## config.mk

```make
export PLATFORM = sky130hd
export DESIGN_NAME = multi_led_blink_controller_flat
export DESIGN_NICKNAME = d
export VERILOG_FILES = /design/src/mlbc_pkg.sv /design/src/mlbc_item_if.sv /design/src/multi_led_blink_controller.sv /design/src/flat_wrapper.sv
export VERILOG_INCLUDE_DIRS = /design/src /design/src/src
export SDC_FILE = /design/constraint.sdc
export NUM_CORES = 1
export LEC_CHECK = 0
export ABC_CLOCK_PERIOD_IN_PS = 8500
export BUFFER_PORTS_ARGS = -buffer_cell sky130_fd_sc_hd__buf_2
export CAP_MARGIN = 20
export CORE_ASPECT_RATIO = 0.75
export CORE_MARGIN = 2
export CORE_UTILIZATION = 41
export DETAILED_ROUTE_END_ITERATION = 10
export PLACE_DENSITY_LB_ADDON = 0.08
export SLEW_MARGIN = 20
export SYNTH_ARGS = -nofsm -noshare
export SYNTH_HDL_FRONTEND = slang
export SYNTH_SLANG_ARGS = --single-unit
```

## constraint.sdc

```tcl
create_clock -name i_clk -period 8.5 [get_ports i_clk]
set_clock_uncertainty 0.1 [all_clocks]
set_input_delay 0.85 -clock i_clk [delete_from_list [all_inputs] [get_ports i_clk]]
set_output_delay 0.85 -clock i_clk [all_outputs]
set_load 0.005 [all_outputs]
```

## src/multi_led_blink_controller_defines.svh

```systemverilog
// Assertion macros shared by the blink controller RTL.
`ifndef MULTI_LED_BLINK_CONTROLLER_DEFINES_SVH
`define MULTI_LED_BLINK_CONTROLLER_DEFINES_SVH

// Same-cycle implication, checked outside reset.
`define MLBC_ASSERT_NOW(label, ante, cons, msg) \
    label: assert property (@(posedge i_clk) disable iff (!i_rst_n) (ante) |-> (cons)) \
        else $error(msg);

// Next-cycle implication, checked outside reset.
`define MLBC_ASSERT_NEXT(label, ante, cons, msg) \
    label: assert property (@(posedge i_clk) disable iff (!i_rst_n) (ante) |=> (cons)) \
        else $error(msg);

`endif

```

## src/mlbc_pkg.sv

```systemverilog
// Shared widths and codes for the multi-LED blink controller.
package mlbc_pkg;

    localparam int IDX_W   = 3;
    localparam int TIME_W  = 8;
    localparam int MASK_W  = 5;
    localparam int TICK_W  = 32;

    localparam int LED_COUNT_DEFAULT = 5;

    localparam logic FUNC_TICK    = 1'b0;
    localparam logic FUNC_PROGRAM = 1'b1;

endpackage

```

## src/mlbc_item_if.sv

```systemverilog
// Input and result channel interfaces of the multi-LED blink controller.
interface mlbc_item_if import mlbc_pkg::*; ();
    logic              valid;
    logic              ready;
    logic              func;
    logic [IDX_W-1:0]  led_index;
    logic [TIME_W-1:0] on_ticks;
    logic [TIME_W-1:0] off_ticks;
    logic [TIME_W-1:0] flash_count;
    logic              start_level;

    modport source (
        output valid, func, led_index, on_ticks, off_ticks, flash_count, start_level,
        input  ready
    );
    modport sink (
        input  valid, func, led_index, on_ticks, off_ticks, flash_count, start_level,
        output ready
    );
endinterface

interface mlbc_result_if import mlbc_pkg::*; ();
    logic              valid;
    logic              ready;
    logic [MASK_W-1:0] lit_mask;
    logic [TICK_W-1:0] tick_total;

    modport source (output valid, lit_mask, tick_total, input ready);
    modport sink   (input valid, lit_mask, tick_total, output ready);
endinterface

```

## src/multi_led_blink_controller.sv

```systemverilog
// Multi-LED blink controller: LED_COUNT LEDs, each with its own on/off timer and flash
// budget. Every accepted item (tick or program write) produces exactly one result the next
// cycle, with the lit mask of LEDs 0-4 and the tick count since reset. The block takes one
// item per clock unless held: all LED lanes update in parallel in a single register stage,
// and that lane-state register doubles as the result register, so a new item is accepted
// in the same cycle the previous result is transferred. No clearing pass follows reset.
`include "multi_led_blink_controller_defines.svh"

module multi_led_blink_controller import mlbc_pkg::*; #(
    parameter int LED_COUNT = LED_COUNT_DEFAULT
) (
    input  logic          i_clk,
    input  logic          i_rst_n,
    mlbc_item_if.sink     i_item,
    mlbc_result_if.source o_result
);

    // Lane state.
    logic [LED_COUNT-1:0] r_enable, n_enable;
    logic [LED_COUNT-1:0] r_lit,    n_lit;
    logic [LED_COUNT-1:0] r_level,  n_level;
    logic [TIME_W-1:0]    r_timer   [LED_COUNT];
    logic [TIME_W-1:0]    n_timer   [LED_COUNT];
    logic [TIME_W-1:0]    r_on_rel  [LED_COUNT];
    logic [TIME_W-1:0]    n_on_rel  [LED_COUNT];
    logic [TIME_W-1:0]    r_off_rel [LED_COUNT];
    logic [TIME_W-1:0]    n_off_rel [LED_COUNT];
    logic [TIME_W-1:0]    r_flashes [LED_COUNT];
    logic [TIME_W-1:0]    n_flashes [LED_COUNT];

    logic [TICK_W-1:0]    r_tick, n_tick;
    logic                 r_out_valid, n_out_valid;
    logic                 w_accept;
    logic                 w_is_tick;
    logic                 w_steady_off;
    logic                 w_steady_on;
    logic [MASK_W-1:0]    w_mask;

    assign i_item.ready = !r_out_valid || o_result.ready;
    assign w_accept     = i_item.valid && i_item.ready;
    assign w_is_tick    = (i_item.func == FUNC_TICK);

    assign w_steady_off = (i_item.on_ticks == '0) && (i_item.off_ticks != '0);
    assign w_steady_on  = (i_item.on_ticks != '0) && (i_item.off_ticks == '0);

    always_comb begin
        n_enable = r_enable;
        n_lit    = r_lit;
        n_level  = r_level;
        n_tick   = r_tick;
        for (int i = 0; i < LED_COUNT; i++) begin
            n_timer[i]   = r_timer[i];
            n_on_rel[i]  = r_on_rel[i];
            n_off_rel[i] = r_off_rel[i];
            n_flashes[i] = r_flashes[i];
        end

        if (w_accept && w_is_tick) begin
            n_tick = r_tick + TICK_W'(1);
        end

        for (int i = 0; i < LED_COUNT; i++) begin
            if (w_accept && !w_is_tick) begin
                // Lanes beyond what the index can address are never programmed.
                if ((i < (2 ** IDX_W)) && (i_item.led_index == IDX_W'(i))) begin
                    if (w_steady_off) begin
                        n_enable[i] = 1'b0;
                        n_lit[i]    = 1'b0;
                    end else if (w_steady_on) begin
                        n_enable[i] = 1'b0;
                        n_lit[i]    = 1'b1;
                    end else begin
                        n_timer[i]   = i_item.on_ticks;
                        n_on_rel[i]  = i_item.on_ticks;
                        n_off_rel[i] = i_item.off_ticks;
                        n_flashes[i] = i_item.flash_count;
                        n_level[i]   = i_item.start_level;
                        n_enable[i]  = 1'b1;
                        n_lit[i]     = 1'b1;
                    end
                end
            end else if (w_accept && r_enable[i]) begin
                if (r_timer[i] == TIME_W'(1)) begin
                    n_timer[i] = r_level[i] ? r_off_rel[i] : r_on_rel[i];
                    n_lit[i]   = !r_level[i];
                    n_level[i] = !r_level[i];
                    // A flash budget of zero means the LED blinks forever.
                    if (r_flashes[i] == TIME_W'(1)) begin
                        n_enable[i] = 1'b0;
                    end else if (r_flashes[i] != '0) begin
                        n_flashes[i] = r_flashes[i] - TIME_W'(1);
                    end
                end else begin
                    n_timer[i] = r_timer[i] - TIME_W'(1);
                end
            end
        end

        if (w_accept) begin
            n_out_valid = 1'b1;
        end else if (o_result.ready) begin
            n_out_valid = 1'b0;
        end else begin
            n_out_valid = r_out_valid;
        end
    end

    always_ff @(posedge i_clk) begin
        if (!i_rst_n) begin
            r_enable    <= '0;
            r_lit       <= '0;
            r_tick      <= '0;
            r_out_valid <= 1'b0;
        end else begin
            r_enable    <= n_enable;
            r_lit       <= n_lit;
            r_tick      <= n_tick;
            r_out_valid <= n_out_valid;
        end
    end

    // Timers, reloads and phase are only read once a program write has loaded them.
    always_ff @(posedge i_clk) begin
        r_level <= n_level;
        for (int i = 0; i < LED_COUNT; i++) begin
            r_timer[i]   <= n_timer[i];
            r_on_rel[i]  <= n_on_rel[i];
            r_off_rel[i] <= n_off_rel[i];
            r_flashes[i] <= n_flashes[i];
        end
    end

    for (genvar b = 0; b < MASK_W; b++) begin : g_mask
        if (b < LED_COUNT) begin : g_led
            assign w_mask[b] = r_lit[b];
        end else begin : g_none
            assign w_mask[b] = 1'b0;
        end
    end

    assign o_result.valid      = r_out_valid;
    assign o_result.lit_mask   = w_mask;
    assign o_result.tick_total = r_tick;

    `MLBC_ASSERT_NEXT(a_result_follows_accept, w_accept, r_out_valid,
        "accepted item did not produce a result")
    `MLBC_ASSERT_NEXT(a_tick_counts_up, w_accept && w_is_tick,
        r_tick == $past(r_tick) + TICK_W'(1), "tick count did not advance by one")
    `MLBC_ASSERT_NEXT(a_state_holds_when_idle, !w_accept,
        $stable(r_lit) && $stable(r_tick), "LED state changed without a transfer")
    `MLBC_ASSERT_NOW(a_accept_when_free, !r_out_valid, i_item.ready,
        "input stalled while no result was pending")

endmodule
```

## src/flat_wrapper.sv

```systemverilog
// flat-port wrapper written by rule: the top's interface ports become plain ports
module multi_led_blink_controller_flat import mlbc_pkg::*;
#(
    parameter int LED_COUNT = LED_COUNT_DEFAULT
)
  (i_clk, i_rst_n, i_item_valid, i_item_func, i_item_led_index, i_item_on_ticks, i_item_off_ticks, i_item_flash_count, i_item_start_level, i_item_ready, o_result_valid, o_result_lit_mask, o_result_tick_total, o_result_ready);
  mlbc_item_if i_item_i ();
  mlbc_result_if o_result_i ();
  input  logic i_clk;
  input  logic i_rst_n;
  input wire logic [$bits(i_item_i.valid)-1:0] i_item_valid;
  input wire logic [$bits(i_item_i.func)-1:0] i_item_func;
  input wire logic [$bits(i_item_i.led_index)-1:0] i_item_led_index;
  input wire logic [$bits(i_item_i.on_ticks)-1:0] i_item_on_ticks;
  input wire logic [$bits(i_item_i.off_ticks)-1:0] i_item_off_ticks;
  input wire logic [$bits(i_item_i.flash_count)-1:0] i_item_flash_count;
  input wire logic [$bits(i_item_i.start_level)-1:0] i_item_start_level;
  output wire logic [$bits(i_item_i.ready)-1:0] i_item_ready;
  output wire logic [$bits(o_result_i.valid)-1:0] o_result_valid;
  output wire logic [$bits(o_result_i.lit_mask)-1:0] o_result_lit_mask;
  output wire logic [$bits(o_result_i.tick_total)-1:0] o_result_tick_total;
  input wire logic [$bits(o_result_i.ready)-1:0] o_result_ready;
  assign i_item_i.valid = i_item_valid;
  assign i_item_i.func = i_item_func;
  assign i_item_i.led_index = i_item_led_index;
  assign i_item_i.on_ticks = i_item_on_ticks;
  assign i_item_i.off_ticks = i_item_off_ticks;
  assign i_item_i.flash_count = i_item_flash_count;
  assign i_item_i.start_level = i_item_start_level;
  assign i_item_ready = i_item_i.ready;
  assign o_result_valid = o_result_i.valid;
  assign o_result_lit_mask = o_result_i.lit_mask;
  assign o_result_tick_total = o_result_i.tick_total;
  assign o_result_i.ready = o_result_ready;
  multi_led_blink_controller #(.LED_COUNT(LED_COUNT)) u_core (.i_clk(i_clk), .i_rst_n(i_rst_n), .i_item(i_item_i), .o_result(o_result_i));
endmodule
```

==> results.toml <==
[layout]
area_growth_syn_to_layout_pct = 13.6
final_cell_mix = "165 x edfxtp_1, 73 x a21oi_1, 73 x o21ai_0, 71 x buf_2, 64 x nand2_1"
drive_gt1_share_pct = 14.3
design_area_mm2 = 0.0119
final_common_cell = "edfxtp_1"
final_nets = 1078
postLayoutCoreUtil_pct = 47.5

[timing]
setup-tns-final_ps = 0
max_slew.worst_pin.slew_ps = 1010
fin_crit_sh_pct = 45.2
setup_slack_ps = 4660
period_minus_slack_ps = 3840
setup_viol = 0
maxSlewHeadroom_pct = 32.8
finalMaxSlewViolations = 0
hold_viol = 0
rsz0062_at_grt = "false"
max_freq_mhz = 261

[floorplan]
die_x_um = 189
initial_utilization_pct = 41.9
row_count = 50
core_mm2 = 0.0251
fp.dieH_um = 143
io_pins = 72
die-area_mm2 = 0.0269

[synth]
synth_edf_count = 165
synth_xor_area_share_pct = 4.00
synth_seq_cells = 208
synthAdderAreaFrac_pct = 3.34
async_reset_ff_share_pct = 0
synth.cell_area_mm2 = 0.0105
syn_nets = 1006
avgSynthCellArea_um2 = 11.1
yosysWarnings = 0
synth_top_family_by_area = "simple AND/OR/NAND/NOR gates"
synthMuxAreaShare_pct = 6.06
synth.distinct_cells = 60
synthCells = 945
yosysSeqAreaShare_pct = 55.4
synth-simple-area-share_pct = 16.4
synth_compound_area_share_pct = 12.3
ys.flop_type = "edfxtp_1"

[worst_setup_path]
crit_type = "in -> reg"
critPathLaunchType = "input pin"
reg2reg_from = "u_core.o_result.valid"
critPathBufInv = 3
crit_chain = "buf_2 > nor2b_1 > clkinv_1 > nand2_2 > buf_4 > a21oi_1"
critPathMaxFanout = 52
required_ps = 8570
r2r-end = "u_core.r_flashes[0][31]"
slowest_stage = "nor2b_1"
cp-startpoint = "o_result_ready"
ff2ff_setup_slack_ps = 4780
crit_family = "buffers and inverters"
slowest_delay_ps = 770
reg2reg_depth = 5
crit_arrival_ps = 3910
cp-end-kind = "flop"

[placed_design]
dpl_cell_area_mm2 = 0.0112
dp_hpwl_um = 19900
place_congestion = 0.816
io_buffers = 71
place_ws_ps = 4210

[pwr]
vdd_ir_drop_max_mv = 0.124
power_density_mw_per_mm2 = 181
p_leak_uw = 0.00415

[cts]
cts_sinks = 208
cts_tree = "done"
clockRootBuffer = "clkbuf_16"
cts_resized = 0
numCtsBuffers = 23
cts_setup_buffers = 0
clk_pin_slew_ps = 60
clk_latency_ps = 520
cts.htree.levels = 1
clock_path_buffers = 3
postCtsHoldBufs = 0

[route]
drtIter0Drc = 646
vias = 7772
avgViaCountPerCell = 5.67
totalWireLength_um = 28000
drc = 0
drt_first_pass_iters = 5
wl_per_cell_um = 20.4
ant_nets = 0

[hold_path]
min_from = "u_core.o_result.tick_total[31]"
hold_path_depth = 2
hold_end = "u_core.o_result.tick_total[31]"
hold_class = "reg -> reg"

[grt]
track_usage_pct = 21.1
grt_max_degree = 53
grt_pass1_vias = 7284
grt_pass1_wl_um = 43800
antenna_found_initial = 0
grt-ovfl-total = 0

[run]
cap_violations = 0

[run_status]
status = "finished, final reports clean"
-- how the worst max path moves through the flow --
stage	depth (start not counted)	endpoint	slack, ps
3_3_place_gp	7	u_core.r_flashes[0][36]	4320
6_report	6	u_core.r_flashes[0][31]	4660
4_1_cts	6	u_core.r_flashes[0][31]	4750
3_5_place_dp	6	u_core.r_flashes[0][27]	4210
5_1_grt	6	u_core.r_flashes[0][31]	4420
2_1_floorplan	5	u_core.r_off_rel[0][24]	5110
-- layer usage --
metal	track usage [%]	vias up	part of all wire, %
met5	0	-	0
met4	4.73	0	1.6
met3	3.45	32	4.9
met2	30.0	219	41
met1	33.4	3796	53
li1	-	3725	-
-- cell type report --
| cell class | count | area [um2] |
|---|---|---|
| diodes | 1 | 2.50 |
| clock buffers | 26 | 587 |
| clock inverters | 14 | 98.8 |
| fillers | 2341 | 13200 |
| inverters | 36 | 135 |
| multi-input cells | 668 | 4440 |
| flip-flops and latches | 208 | 5820 |
| well taps | 338 | 423 |
| repair buffers | 80 | 423 |
-- power by group --
part	leakage [uW]	internal, uW	total (uW)	switching [uW]
Clock	0.000337	525	932	407
Combinational	0.00197	30.3	104	73.2
Sequential	0.00184	1110	1120	8.39
Total	0.00415	1670	2150	489
-- cell usage after synthesis (4+ instances only) --
cell,n,area [um2]
or4_1,13,97.6
nor2_1,47,176
edfxtp_1,165,4950
mux2i_1,40,400
a21oi_1,73,365
dfxtp_1,43,861
o21a_1,5,37.5
o21ai_0,73,365
mux2_2,21,236
o211ai_1,5,37.5
clkbuf_1,29,109
o31ai_1,16,120
a31oi_1,5,31.3
or3_1,10,62.6
xnor2_1,18,158
buf_2,4,20.0
nor3_1,28,140
xor2_1,30,263
nor2b_1,12,75.1
a21o_1,8,60.1
o41ai_1,6,52.6
nor3b_1,9,67.6
inv_1,34,128
nand2b_1,13,81.3
nand4_1,11,68.8
nand2_1,65,244
ha_1,28,350
nor4_1,22,138
a211oi_1,6,45.0
and3_1,12,75.1
and2_1,7,43.8
nand3b_1,6,45.0
nand3_1,34,170
-- state kept, by name (all words and copies together) (netlist names) --
register / count
u_core.o_result.lit_mask: 5
u_core.o_result.tick_total: 32
u_core.o_result.valid: 1
u_core.r_enable: 5
u_core.r_flashes: 40
u_core.r_level: 5
u_core.r_off_rel: 40
u_core.r_on_rel: 40
u_core.r_timer: 40
-- through the flow --
step / hold WS (ps) / power [uW] / instances
after floorplan: 351 / 1200 / 945
after global placement: 348 / 1240 / 1330
after detailed placement: 354 / 1240 / 1330
after CTS: 371 / 2170 / 1370
after global routing: 405 / 2230 / 1370
final: 369 / 2150 / 1371
-- tightest hold or removal path: stages (launching register included) --
cell     delay (ps)
dfxtp_1         310
nand2_1          60
mux2i_1          50
-- kinds of logic after synthesis --
family                   after synthesis
AO/OA/AOI/OAI                        218
XOR/XNOR                              48
adder cells (fa/ha/maj)               28
buffers and inverters                 69
flip-flops                           208
multiplexers                          61
AND/OR/NAND/NOR                      313
Note: power is estimated with default switching activity, not from simulation.
